--- config.mk ---
export PLATFORM = sky130hd
export DESIGN_NAME = ion_tail_exponential_correction
export DESIGN_NICKNAME = d
export VERILOG_FILES = /design/src/sv/itec_pkg.sv /design/src/sv/itec_front.sv /design/src/sv/itec_queue.sv /design/src/sv/itec_back.sv /design/src/sv/ion_tail_exponential_correction.sv
export SDC_FILE = /design/constraint.sdc
export NUM_CORES = 2
export LEC_CHECK = 0
export ABC_CLOCK_PERIOD_IN_PS = 10550
export BUFFER_PORTS_ARGS = -buffer_cell sky130_fd_sc_hd__buf_2
export CAP_MARGIN = 20
export CORE_UTILIZATION = 51
export CTS_CLUSTER_SIZE = 25
export DETAILED_ROUTE_END_ITERATION = 16
export PLACE_DENSITY = 0.72
export SYNTH_ARGS = -nofsm -noshare
export SYNTH_HDL_FRONTEND = slang
export SYNTH_SLANG_ARGS = --single-unit
--- constraint.sdc ---
create_clock -name clk -period 10.55 [get_ports clk]
set_input_delay 0.5275 -clock clk [delete_from_list [all_inputs] [get_ports clk]]
set_output_delay 0.5275 -clock clk [all_outputs]
set_load 0.05 [all_outputs]
--- src/sv/itec_pkg.sv ---
// Shared types and constants of the ion-tail exponential correction block.
// Holds the fixed-point widths, the register index codes and the back-end state type.
// No dependencies.
package itec_pkg;

    // Fixed-point widths
    localparam int SUM_W       = 32;  // decaying sum, 1/16 ADC
    localparam int GAIN_W      = 16;  // Q0.16 gains
    localparam int CORR_W      = 28;  // correction term, ADC
    localparam int OUT_W       = 16;  // corrected charge, signed
    localparam int CFG_INDEX_W = 2;
    localparam int CFG_DATA_W  = 16;

    // 1.625 ADC in 1/16 ADC units
    localparam logic [SUM_W-1:0] SUM_THRESHOLD = 32'd26;

    // Register index codes
    localparam logic [CFG_INDEX_W-1:0] REG_AMP_GAIN      = 2'd0;
    localparam logic [CFG_INDEX_W-1:0] REG_TAIL_SLOPE    = 2'd1;
    localparam logic [CFG_INDEX_W-1:0] REG_SIGN_NEGATIVE = 2'd2;

    typedef struct packed {
        logic [GAIN_W-1:0] amp_gain;
        logic [GAIN_W-1:0] tail_slope;
        logic              sign_negative;
    } cfg_t;

    typedef enum logic [1:0] {
        BK_IDLE,
        BK_GAP,
        BK_CORR,
        BK_FINAL
    } back_state_t;

endpackage

--- src/sv/itec_front.sv ---
// Front end: accepts samples, tracks the previous row, pad and time bin,
// and classifies each sample into a clear flag and a gap-decay step count.
// Depends on itec_pkg.
module itec_front
    import itec_pkg::*;
#(
    parameter int TIME_BITS   = 20,
    parameter int CHARGE_BITS = 14
)
(
    input  logic                              clk,
    input  logic                              rst_n,
    input  logic                              in_valid,
    output logic                              in_ready,
    input  logic [7:0]                        row,
    input  logic [7:0]                        pad,
    input  logic [TIME_BITS-1:0]              time_bin,
    input  logic [CHARGE_BITS-1:0]            charge,
    output logic                              push_valid,
    input  logic                              push_ready,
    output logic [CHARGE_BITS+TIME_BITS:0]    push_entry  // {charge, gap, clear}
);

    logic                 have_prev_reg;
    logic [7:0]           prev_row_reg;
    logic [7:0]           prev_pad_reg;
    logic [TIME_BITS-1:0] prev_time_reg;
    logic                 new_pad;
    logic [TIME_BITS-1:0] gap;
    logic                 fire;

    assign in_ready   = push_ready;
    assign push_valid = in_valid;
    assign fire       = in_valid && push_ready;

    // Classify: a new pad clears the sum, otherwise count the missing bins
    always_comb
    begin
        new_pad = !have_prev_reg || (row != prev_row_reg) || (pad != prev_pad_reg);
        if (new_pad || (time_bin <= prev_time_reg))
        begin
            gap = '0;
        end
        else
        begin
            gap = time_bin - prev_time_reg - TIME_BITS'(1);
        end
    end

    assign push_entry = {charge, gap, new_pad};

    // Remember the last transferred sample
    always_ff @(posedge clk or negedge rst_n)
    begin
        if (!rst_n)
        begin
            have_prev_reg <= 1'b0;
            prev_row_reg  <= '0;
            prev_pad_reg  <= '0;
            prev_time_reg <= '0;
        end
        else if (fire)
        begin
            have_prev_reg <= 1'b1;
            prev_row_reg  <= row;
            prev_pad_reg  <= pad;
            prev_time_reg <= time_bin;
        end
    end

endmodule

--- src/sv/itec_queue.sv ---
// Two-entry queue between the front end and the back end.
// Lets either side stall on its own. Depends on itec_pkg.
module itec_queue
    import itec_pkg::*;
#(
    parameter int WIDTH = 35
)
(
    input  logic             clk,
    input  logic             rst_n,
    input  logic             wr_valid,
    output logic             wr_ready,
    input  logic [WIDTH-1:0] wr_data,
    output logic             rd_valid,
    input  logic             rd_ready,
    output logic [WIDTH-1:0] rd_data
);

    logic [WIDTH-1:0] slot_reg [2];
    logic             wr_ptr_reg;
    logic             rd_ptr_reg;
    logic [1:0]       count_reg;
    logic             do_wr;
    logic             do_rd;

    assign wr_ready = (count_reg != 2'd2);
    assign rd_valid = (count_reg != 2'd0);
    assign rd_data  = slot_reg[rd_ptr_reg];
    assign do_wr    = wr_valid && wr_ready;
    assign do_rd    = rd_valid && rd_ready;

    // Store payload
    always_ff @(posedge clk)
    begin
        if (do_wr)
        begin
            slot_reg[wr_ptr_reg] <= wr_data;
        end
    end

    // Advance pointers and occupancy
    always_ff @(posedge clk or negedge rst_n)
    begin
        if (!rst_n)
        begin
            wr_ptr_reg <= 1'b0;
            rd_ptr_reg <= 1'b0;
            count_reg  <= 2'd0;
        end
        else
        begin
            if (do_wr)
            begin
                wr_ptr_reg <= !wr_ptr_reg;
            end
            if (do_rd)
            begin
                rd_ptr_reg <= !rd_ptr_reg;
            end
            if (do_wr && !do_rd)
            begin
                count_reg <= count_reg + 2'd1;
            end
            else if (do_rd && !do_wr)
            begin
                count_reg <= count_reg - 2'd1;
            end
        end
    end

endmodule

--- src/sv/itec_back.sv ---
// Back end: runs the gap decay loop on the shared decay multiplier, forms the
// correction, saturates the result and accumulates the charge into the sum.
// Depends on itec_pkg.
module itec_back
    import itec_pkg::*;
#(
    parameter int TIME_BITS   = 20,
    parameter int CHARGE_BITS = 14
)
(
    input  logic                           clk,
    input  logic                           rst_n,
    input  cfg_t                           cfg,
    input  logic                           pop_valid,
    output logic                           pop_ready,
    input  logic [CHARGE_BITS+TIME_BITS:0] pop_entry,  // {charge, gap, clear}
    output logic                           out_valid,
    input  logic                           out_ready,
    output logic [OUT_W-1:0]               out_data
);

    localparam int V_W = ((CHARGE_BITS > CORR_W) ? CHARGE_BITS : CORR_W) + 2;
    localparam logic signed [V_W-1:0] V_MAX = V_W'(32767);
    localparam logic signed [V_W-1:0] V_MIN = V_W'(-32768);

    back_state_t            state_reg, state_next;
    logic [SUM_W-1:0]       sum_reg, sum_next;
    logic [SUM_W-1:0]       work_reg, work_next;
    logic [TIME_BITS-1:0]   cnt_reg, cnt_next;
    logic [CHARGE_BITS-1:0] q_reg, q_next;
    logic [GAIN_W-1:0]      k_reg;
    logic [CORR_W-1:0]      corr_reg, corr_next;
    logic [SUM_W-1:0]       acc_reg, acc_next;
    logic                   out_valid_reg, out_valid_next;
    logic [OUT_W-1:0]       out_data_reg, out_data_next;

    logic                   e_clear;
    logic [TIME_BITS-1:0]   e_gap;
    logic [CHARGE_BITS-1:0] e_charge;
    logic [SUM_W-1:0]       decay_in;
    logic [SUM_W+GAIN_W-1:0] decay_prod;
    logic [SUM_W-1:0]       decay_val;
    logic                   decay_low;
    logic [2*GAIN_W:0]      k_prod;
    logic [SUM_W+GAIN_W-1:0] corr_prod;
    logic [SUM_W:0]         acc_sum;
    logic signed [V_W-1:0]  q_ext;
    logic signed [V_W-1:0]  corr_ext;
    logic signed [V_W-1:0]  v;
    logic                   out_free;

    assign {e_charge, e_gap, e_clear} = pop_entry;
    assign out_free  = !out_valid_reg || out_ready;
    assign out_valid = out_valid_reg;
    assign out_data  = out_data_reg;

    // Shared decay multiplier: gap loop in GAP, accumulated sum in FINAL
    assign decay_in   = (state_reg == BK_GAP) ? work_reg : acc_reg;
    assign decay_prod = decay_in * cfg.tail_slope;
    assign decay_val  = decay_prod[SUM_W+GAIN_W-1:GAIN_W];
    assign decay_low  = (decay_val < SUM_THRESHOLD);

    // Gain k = amp * (1 - slope), refreshed every cycle from the registers
    assign k_prod = cfg.amp_gain * ({1'b1, {GAIN_W{1'b0}}} - {1'b0, cfg.tail_slope});

    // Correction and saturated accumulation
    assign corr_prod = k_reg * work_reg;
    assign acc_sum   = {1'b0, work_reg} + (SUM_W+1)'({q_reg, 4'b0000});

    // Signed result before saturation
    always_comb
    begin
        q_ext    = signed'(V_W'(q_reg));
        corr_ext = signed'(V_W'(corr_reg));
        if (cfg.sign_negative)
        begin
            v = q_ext - corr_ext;
        end
        else
        begin
            v = q_ext + corr_ext;
        end
    end

    // Next state
    always_comb
    begin
        state_next = state_reg;
        unique case (state_reg)
            BK_IDLE:
            begin
                if (pop_valid)
                begin
                    state_next = (e_gap != '0) ? BK_GAP : BK_CORR;
                end
            end
            BK_GAP:
            begin
                if (decay_low || (cnt_reg == TIME_BITS'(1)))
                begin
                    state_next = BK_CORR;
                end
            end
            BK_CORR:
            begin
                state_next = BK_FINAL;
            end
            BK_FINAL:
            begin
                if (out_free)
                begin
                    state_next = BK_IDLE;
                end
            end
            default:
            begin
                state_next = BK_IDLE;
            end
        endcase
    end

    // Datapath and outputs
    always_comb
    begin
        pop_ready      = 1'b0;
        sum_next       = sum_reg;
        work_next      = work_reg;
        cnt_next       = cnt_reg;
        q_next         = q_reg;
        corr_next      = corr_reg;
        acc_next       = acc_reg;
        out_valid_next = out_valid_reg && !out_ready;
        out_data_next  = out_data_reg;
        unique case (state_reg)
            BK_IDLE:
            begin
                // Load the next queued sample
                pop_ready = 1'b1;
                work_next = e_clear ? '0 : sum_reg;
                cnt_next  = e_gap;
                q_next    = e_charge;
            end
            BK_GAP:
            begin
                // Decay once per missing bin; drop to zero under threshold
                work_next = decay_low ? '0 : decay_val;
                cnt_next  = decay_low ? '0 : (cnt_reg - TIME_BITS'(1));
            end
            BK_CORR:
            begin
                corr_next = corr_prod[SUM_W+GAIN_W-1:20];
                acc_next  = acc_sum[SUM_W] ? {SUM_W{1'b1}} : acc_sum[SUM_W-1:0];
            end
            BK_FINAL:
            begin
                // Deliver the result and commit the decayed sum
                if (out_free)
                begin
                    out_valid_next = 1'b1;
                    sum_next       = decay_val;
                    if (v > V_MAX)
                    begin
                        out_data_next = OUT_W'(V_MAX);
                    end
                    else if (v < V_MIN)
                    begin
                        out_data_next = OUT_W'(V_MIN);
                    end
                    else
                    begin
                        out_data_next = v[OUT_W-1:0];
                    end
                end
            end
            default:
            begin
                pop_ready = 1'b0;
            end
        endcase
    end

    // Control registers
    always_ff @(posedge clk or negedge rst_n)
    begin
        if (!rst_n)
        begin
            state_reg     <= BK_IDLE;
            sum_reg       <= '0;
            out_valid_reg <= 1'b0;
        end
        else
        begin
            state_reg     <= state_next;
            sum_reg       <= sum_next;
            out_valid_reg <= out_valid_next;
        end
    end

    // Payload registers
    always_ff @(posedge clk)
    begin
        work_reg     <= work_next;
        cnt_reg      <= cnt_next;
        q_reg        <= q_next;
        k_reg        <= k_prod[2*GAIN_W-1:GAIN_W];
        corr_reg     <= corr_next;
        acc_reg      <= acc_next;
        out_data_reg <= out_data_next;
    end

endmodule

--- src/sv/ion_tail_exponential_correction.sv ---
// Top level of the ion-tail exponential correction block.
// Holds the configuration registers and connects front end, queue and back end.
// Depends on itec_pkg, itec_front, itec_queue, itec_back.
//
// Usage:
//   s_axis carries samples ordered by row, pad and rising time bin; m_axis
//   returns one corrected charge per sample, in order. The cfg channel writes
//   amp_gain (index 0), tail_slope (1) and sign_negative (2); it is always
//   ready, other indexes are ignored. Write it only while no sample is in flight.
//   After the queue, the back end takes each sample through load, one gap
//   decay step per missing time bin, correction multiply, and result and sum
//   decay; the gap loop ends early once the sum falls under 1.625 ADC. The
//   back end takes a new sample only once it is through with the last one,
//   and its single decay multiplier serves both the gap loop and sum decay.
//   A two-entry queue decouples input from processing, so samples keep being
//   transferred while the back end works or m_axis stalls; the result register
//   holds its value until transferred. Up to four samples can be in flight.
//   Reset clears the registers to zero, forgets the previous pad and empties
//   the queue and the result register.
module ion_tail_exponential_correction
    import itec_pkg::*;
#(
    parameter int TIME_BITS   = 20,
    parameter int CHARGE_BITS = 14
)
(
    input  logic                   clk,
    input  logic                   rst_n,
    input  logic                   s_axis_tvalid,
    output logic                   s_axis_tready,
    // row, pad, time_bin, charge from bit 0 up, zero padded to whole bytes
    input  logic [((16+TIME_BITS+CHARGE_BITS+7)/8)*8-1:0] s_axis_tdata,
    output logic                   m_axis_tvalid,
    input  logic                   m_axis_tready,
    // corrected_charge
    output logic [OUT_W-1:0]       m_axis_tdata,
    input  logic                   cfg_valid,
    output logic                   cfg_ready,
    input  logic [CFG_INDEX_W-1:0] cfg_index,
    input  logic [CFG_DATA_W-1:0]  cfg_data
);

    localparam int ENTRY_W = CHARGE_BITS + TIME_BITS + 1;

    cfg_t                 cfg_reg;
    logic                 push_valid;
    logic                 push_ready;
    logic [ENTRY_W-1:0]   push_entry;
    logic                 pop_valid;
    logic                 pop_ready;
    logic [ENTRY_W-1:0]   pop_entry;

    assign cfg_ready = 1'b1;

    // Configuration registers
    always_ff @(posedge clk or negedge rst_n)
    begin
        if (!rst_n)
        begin
            cfg_reg <= '0;
        end
        else if (cfg_valid)
        begin
            unique case (cfg_index)
                REG_AMP_GAIN:      cfg_reg.amp_gain      <= cfg_data;
                REG_TAIL_SLOPE:    cfg_reg.tail_slope    <= cfg_data;
                REG_SIGN_NEGATIVE: cfg_reg.sign_negative <= cfg_data[0];
                default:           cfg_reg <= cfg_reg;
            endcase
        end
    end

    itec_front #(
        .TIME_BITS   (TIME_BITS),
        .CHARGE_BITS (CHARGE_BITS)
    ) u_front (
        .clk        (clk),
        .rst_n      (rst_n),
        .in_valid   (s_axis_tvalid),
        .in_ready   (s_axis_tready),
        .row        (s_axis_tdata[7:0]),
        .pad        (s_axis_tdata[15:8]),
        .time_bin   (s_axis_tdata[16 +: TIME_BITS]),
        .charge     (s_axis_tdata[16+TIME_BITS +: CHARGE_BITS]),
        .push_valid (push_valid),
        .push_ready (push_ready),
        .push_entry (push_entry)
    );

    itec_queue #(
        .WIDTH (ENTRY_W)
    ) u_queue (
        .clk      (clk),
        .rst_n    (rst_n),
        .wr_valid (push_valid),
        .wr_ready (push_ready),
        .wr_data  (push_entry),
        .rd_valid (pop_valid),
        .rd_ready (pop_ready),
        .rd_data  (pop_entry)
    );

    itec_back #(
        .TIME_BITS   (TIME_BITS),
        .CHARGE_BITS (CHARGE_BITS)
    ) u_back (
        .clk       (clk),
        .rst_n     (rst_n),
        .cfg       (cfg_reg),
        .pop_valid (pop_valid),
        .pop_ready (pop_ready),
        .pop_entry (pop_entry),
        .out_valid (m_axis_tvalid),
        .out_ready (m_axis_tready),
        .out_data  (m_axis_tdata)
    );

endmodule

==> metrics.md <==
| Metric | Value |
|---|---|
| Initial antenna violation count | `1` |
| Worst hold path depth | `1` |
| Layout cells sized above 1 | `roughly 6.7%` |
| Max FFs per register | `70` |
| Fmax | `0.103 GHz` |
| Fill count | `about 9.7k` |
| Final setup margin | `0.873 ns` |
| Syn_nets | `between 7k and 8k` |
| Critical Path RT | `between 10 and 15 ns` |
| Seq/Total Area, Yosys | `16.7%` |
| Met1 Usage GRT | `32.3%` |
| Final clock period utilization by the worst path | `91.7%` |
| Cts hold-fix bufs | `1` |
| Top cells by count, synth | `inv_1, fa_1, nand2_1` |
| Met3 GRT Util | `between 2 and 3%` |
| Slowest CP cell | `o311ai_0` |
| EDFF count, synth | `~210` |
| H-tree depth | `2` |
| Row cnt | `121` |
| Status | `finished, final reports clean` |
| DRT antenna net count | `0` |
| Pre-CTS WS | `roughly 1 ns` |
| Hold slack | `approximately 0.12 ns` |
| Top post-synthesis cells by area | `fa_1, edfxtp_1, ha_1` |
| Synth Instances | `6016` |
| Post-route minimum period | `9.68 ns` |
| Worst skew pair latency | `0.61 ns` |
| First-pass GRT wire length | `between 200 and 250 mm` |
| Synth Area per Inst | `~9.4 sq um` |
| Crit path max fanout | `just under 50` |
| Final setup vio count | `0` |
| Async set-reset flop share out of synthesis | `32.3%` |
| Clock Sinks | `337` |
| # IOs | `98` |
| RSZ-0062 raised after global routing | `false` |
| Max-slew violation count | `0` |
| Count of cells resized by post-cts repair | `0` |
| GR Util met2 | `about 43%` |
| Post-CTS setup buffers | `0` |
| Flop-to-flop setup slack | `~0.87 ns` |
| Initial drt markers | `about 2.8k` |
| Pre-Repair DR Iteration Count | `6` |
| Initial core utilization | `approximately half` |
| P&R area growth vs syn | `5.83%` |
| Vias | `41.0k` |
| Most Used Layer, Global Route | `met2` |
| Register area | `between 9000 and 10000 sq um` |
| CP arrival | `approximately 10 ns` |
| DP Area | `58400 sq um` |
| Slowest stage delay, CP | `0.79 ns` |
| Largest net degree at the start of global routing | `62` |
| Buffers on Ports | `90` |
| DR WL/cell | `18.0 um` |
| Fin. Hold Viols | `0` |
| Total Neg Setup Slack | `0 ns` |
| Nets | `7471` |
| Synth Register Bits | `337` |
| Multi-input logic area | `41600 sq um` |
| Endpoint, Worst Hold | `u_queue.slot_reg[0][34]` |
| Critical R2R Capture | `u_back.cnt_reg[9]` |
| Die extent in x | `roughly 330 um` |
| Worst setup EP type | `flip-flop` |
| Via density | `about 5.5` |
| WS Path Type | `flip-flop to flip-flop` |
| Yosys warns | `0` |
| RD Place Congestion | `~0.9` |
| Hpwl dp | `104 mm` |
| Die Y | `335 um` |
| Clock transition at path regs | `~0.060 ns` |
| Most common cell in the netlist | `inv_1` |
| Core box area | `between 100000 and 150000 sq um` |
| Design area | `59800 sq um` |
| Area leader, netlist | `fa_1` |
| Post-route clock skew | `0.0566 ns` |
| Top cell by count, worst path | `fa_1` |
| Clock root buffer | `clkbuf_16` |
| Drt drc | `0` |
| R2R cell count | `28` |
| Worst Setup Start Kind | `flip-flop` |
| Min-delay src | `s_axis_tdata[49]` |
| CTS buffer count | `40` |
| Worst Tran Pin Value | `between 1 and 1.5 ns` |
| Share of the synthesized area in the top cell type | `37.0%` |
| Worst Hold Class | `input pin to flip-flop` |
| Drt total wl | `134 mm` |
| Reg-to-Reg Start | `u_back.state_reg[1]` |
| Rel. slew slack | `between 20% and 30%` |
| MaxCap Viol Count | `0` |
| Buffer levels on the longest clock path | `3` |
| Synth unique cells | `89` |
| Post-Synthesis Cell Area | `about 56000 sq um` |
| DIE AREA | `between 100000 and 150000 sq um` |
| Via count of the first global-routing pass | `44.1k` |
| Total gr overflow | `0` |
| Global-route usage over all layers | `between 20 and 25%` |
| Main synth FF type | `edfxtp_1` |
| CTS tree | `done` |
## through the flow
| step | util (%) | cells |
|---|---|---|
| 6_report | 54.7 | 7454 |
| 5_1_grt | 54.7 | 7453 |
| 4_1_cts | 54.6 | 7451 |
| 3_5_place_dp | 53.4 | 7376 |
| 3_3_place_gp | 53.4 | 7375 |
| 2_1_floorplan | - | 6016 |
## cell usage in the layout (no fill, tap or decap), types with 8 or more instances in the layout
cell       netlist  layout
a211oi_1        13      12
a21o_1          52      52
a21oi_1        140     140
a22o_1          18      18
a31oi_1         17      17
and2_1         418     418
and3_1          39      39
and4_1           8       8
buf_2            6      89
buf_4            3      95
clkbuf_1       271      11
clkbuf_16        0      40
dfrtp_1        109     107
dfxtp_1         16      16
edfxtp_1       212     212
fa_1          1044    1044
ha_1           403     401
inv_1         1155    1155
mux2_2         111     111
mux2i_1         31      31
nand2_1       1039    1039
nand2b_1        30      30
nand3_1         41      41
nand4_1         29      29
nor2_1         133     132
nor2b_1         24      24
nor3_1          47      47
nor4_1          32      31
o211ai_1        10      10
o21a_1          18      18
o21ai_0        145     145
o21bai_1        16      16
o22ai_1         24      24
o31ai_1         15      15
or2_2            8       8
or3_1           17      17
xnor2_1        112     111
xor2_1          65      64
## worst max-delay path: cells and delay by family (launching register included)
family                   cells  cell delay [ns]
AO/OA/AOI/OAI                7             2.29
adder cells (fa/ha/maj)      8             3.93
buffers and inverters        6             0.67
flip-flops                   1             0.42
multiplexers                 1             0.60
AND/OR/NAND/NOR              6             1.41
## final cells by class
cell class,instances,share of cell area [%]
multi-input combinational,4220,69.6
clock buffer,52,1.77
tap,1476,3.09
timing repair buffer,188,2.05
sequential,337,15.8
antenna,1,0.00419
inverter,1158,7.27
clock inverter,22,0.435
## logic make-up (layout without fill, tap and decap cells)
| kind of cell | count (synthesis) | count (layout) | synth area share [%] |
|---|---|---|---|
| fa+ha+maj | 1447 | 1447 | 45.9 |
| compound gates | 550 | 550 | 6.24 |
| buf+inv | 1459 | 1420 | 9.74 |
| simple gates | 1901 | 1901 | 15.9 |
| xor+xnor | 177 | 177 | 2.74 |
| flops | 337 | 337 | 16.7 |
| mux | 144 | 144 | 2.81 |
| other cells | 1 | 2 | 0.00664 |
## worst max path at each step
stage | endpoint | slack [ns] | from | cells after the start
3_5_place_dp | u_back.cnt_reg[9] | 0.99 | u_back.state_reg[1] | 28
5_1_grt | u_back.cnt_reg[9] | 0.49 | u_back.state_reg[1] | 28
6_report | u_back.cnt_reg[9] | 0.87 | u_back.state_reg[1] | 28
4_1_cts | u_back.cnt_reg[9] | 1.01 | u_back.state_reg[1] | 28
3_3_place_gp | u_back.cnt_reg[9] | 1.09 | u_back.state_reg[1] | 28
2_1_floorplan | u_back.cnt_reg[11] | 2.40 | u_back.state_reg[1] | 31
## layer usage
| metal | wire, um | up-vias |
|---|---|---|
| li1 | - | 18400 |
| met1 | 55400 | 21000 |
| met2 | 66300 | 1295 |
| met3 | 7570 | 281 |
| met4 | 5030 | 0 |
| met5 | 0 | - |
Power is not shown: default switching activity piles up to over one toggle a cycle in this logic, so the estimate is an artifact.
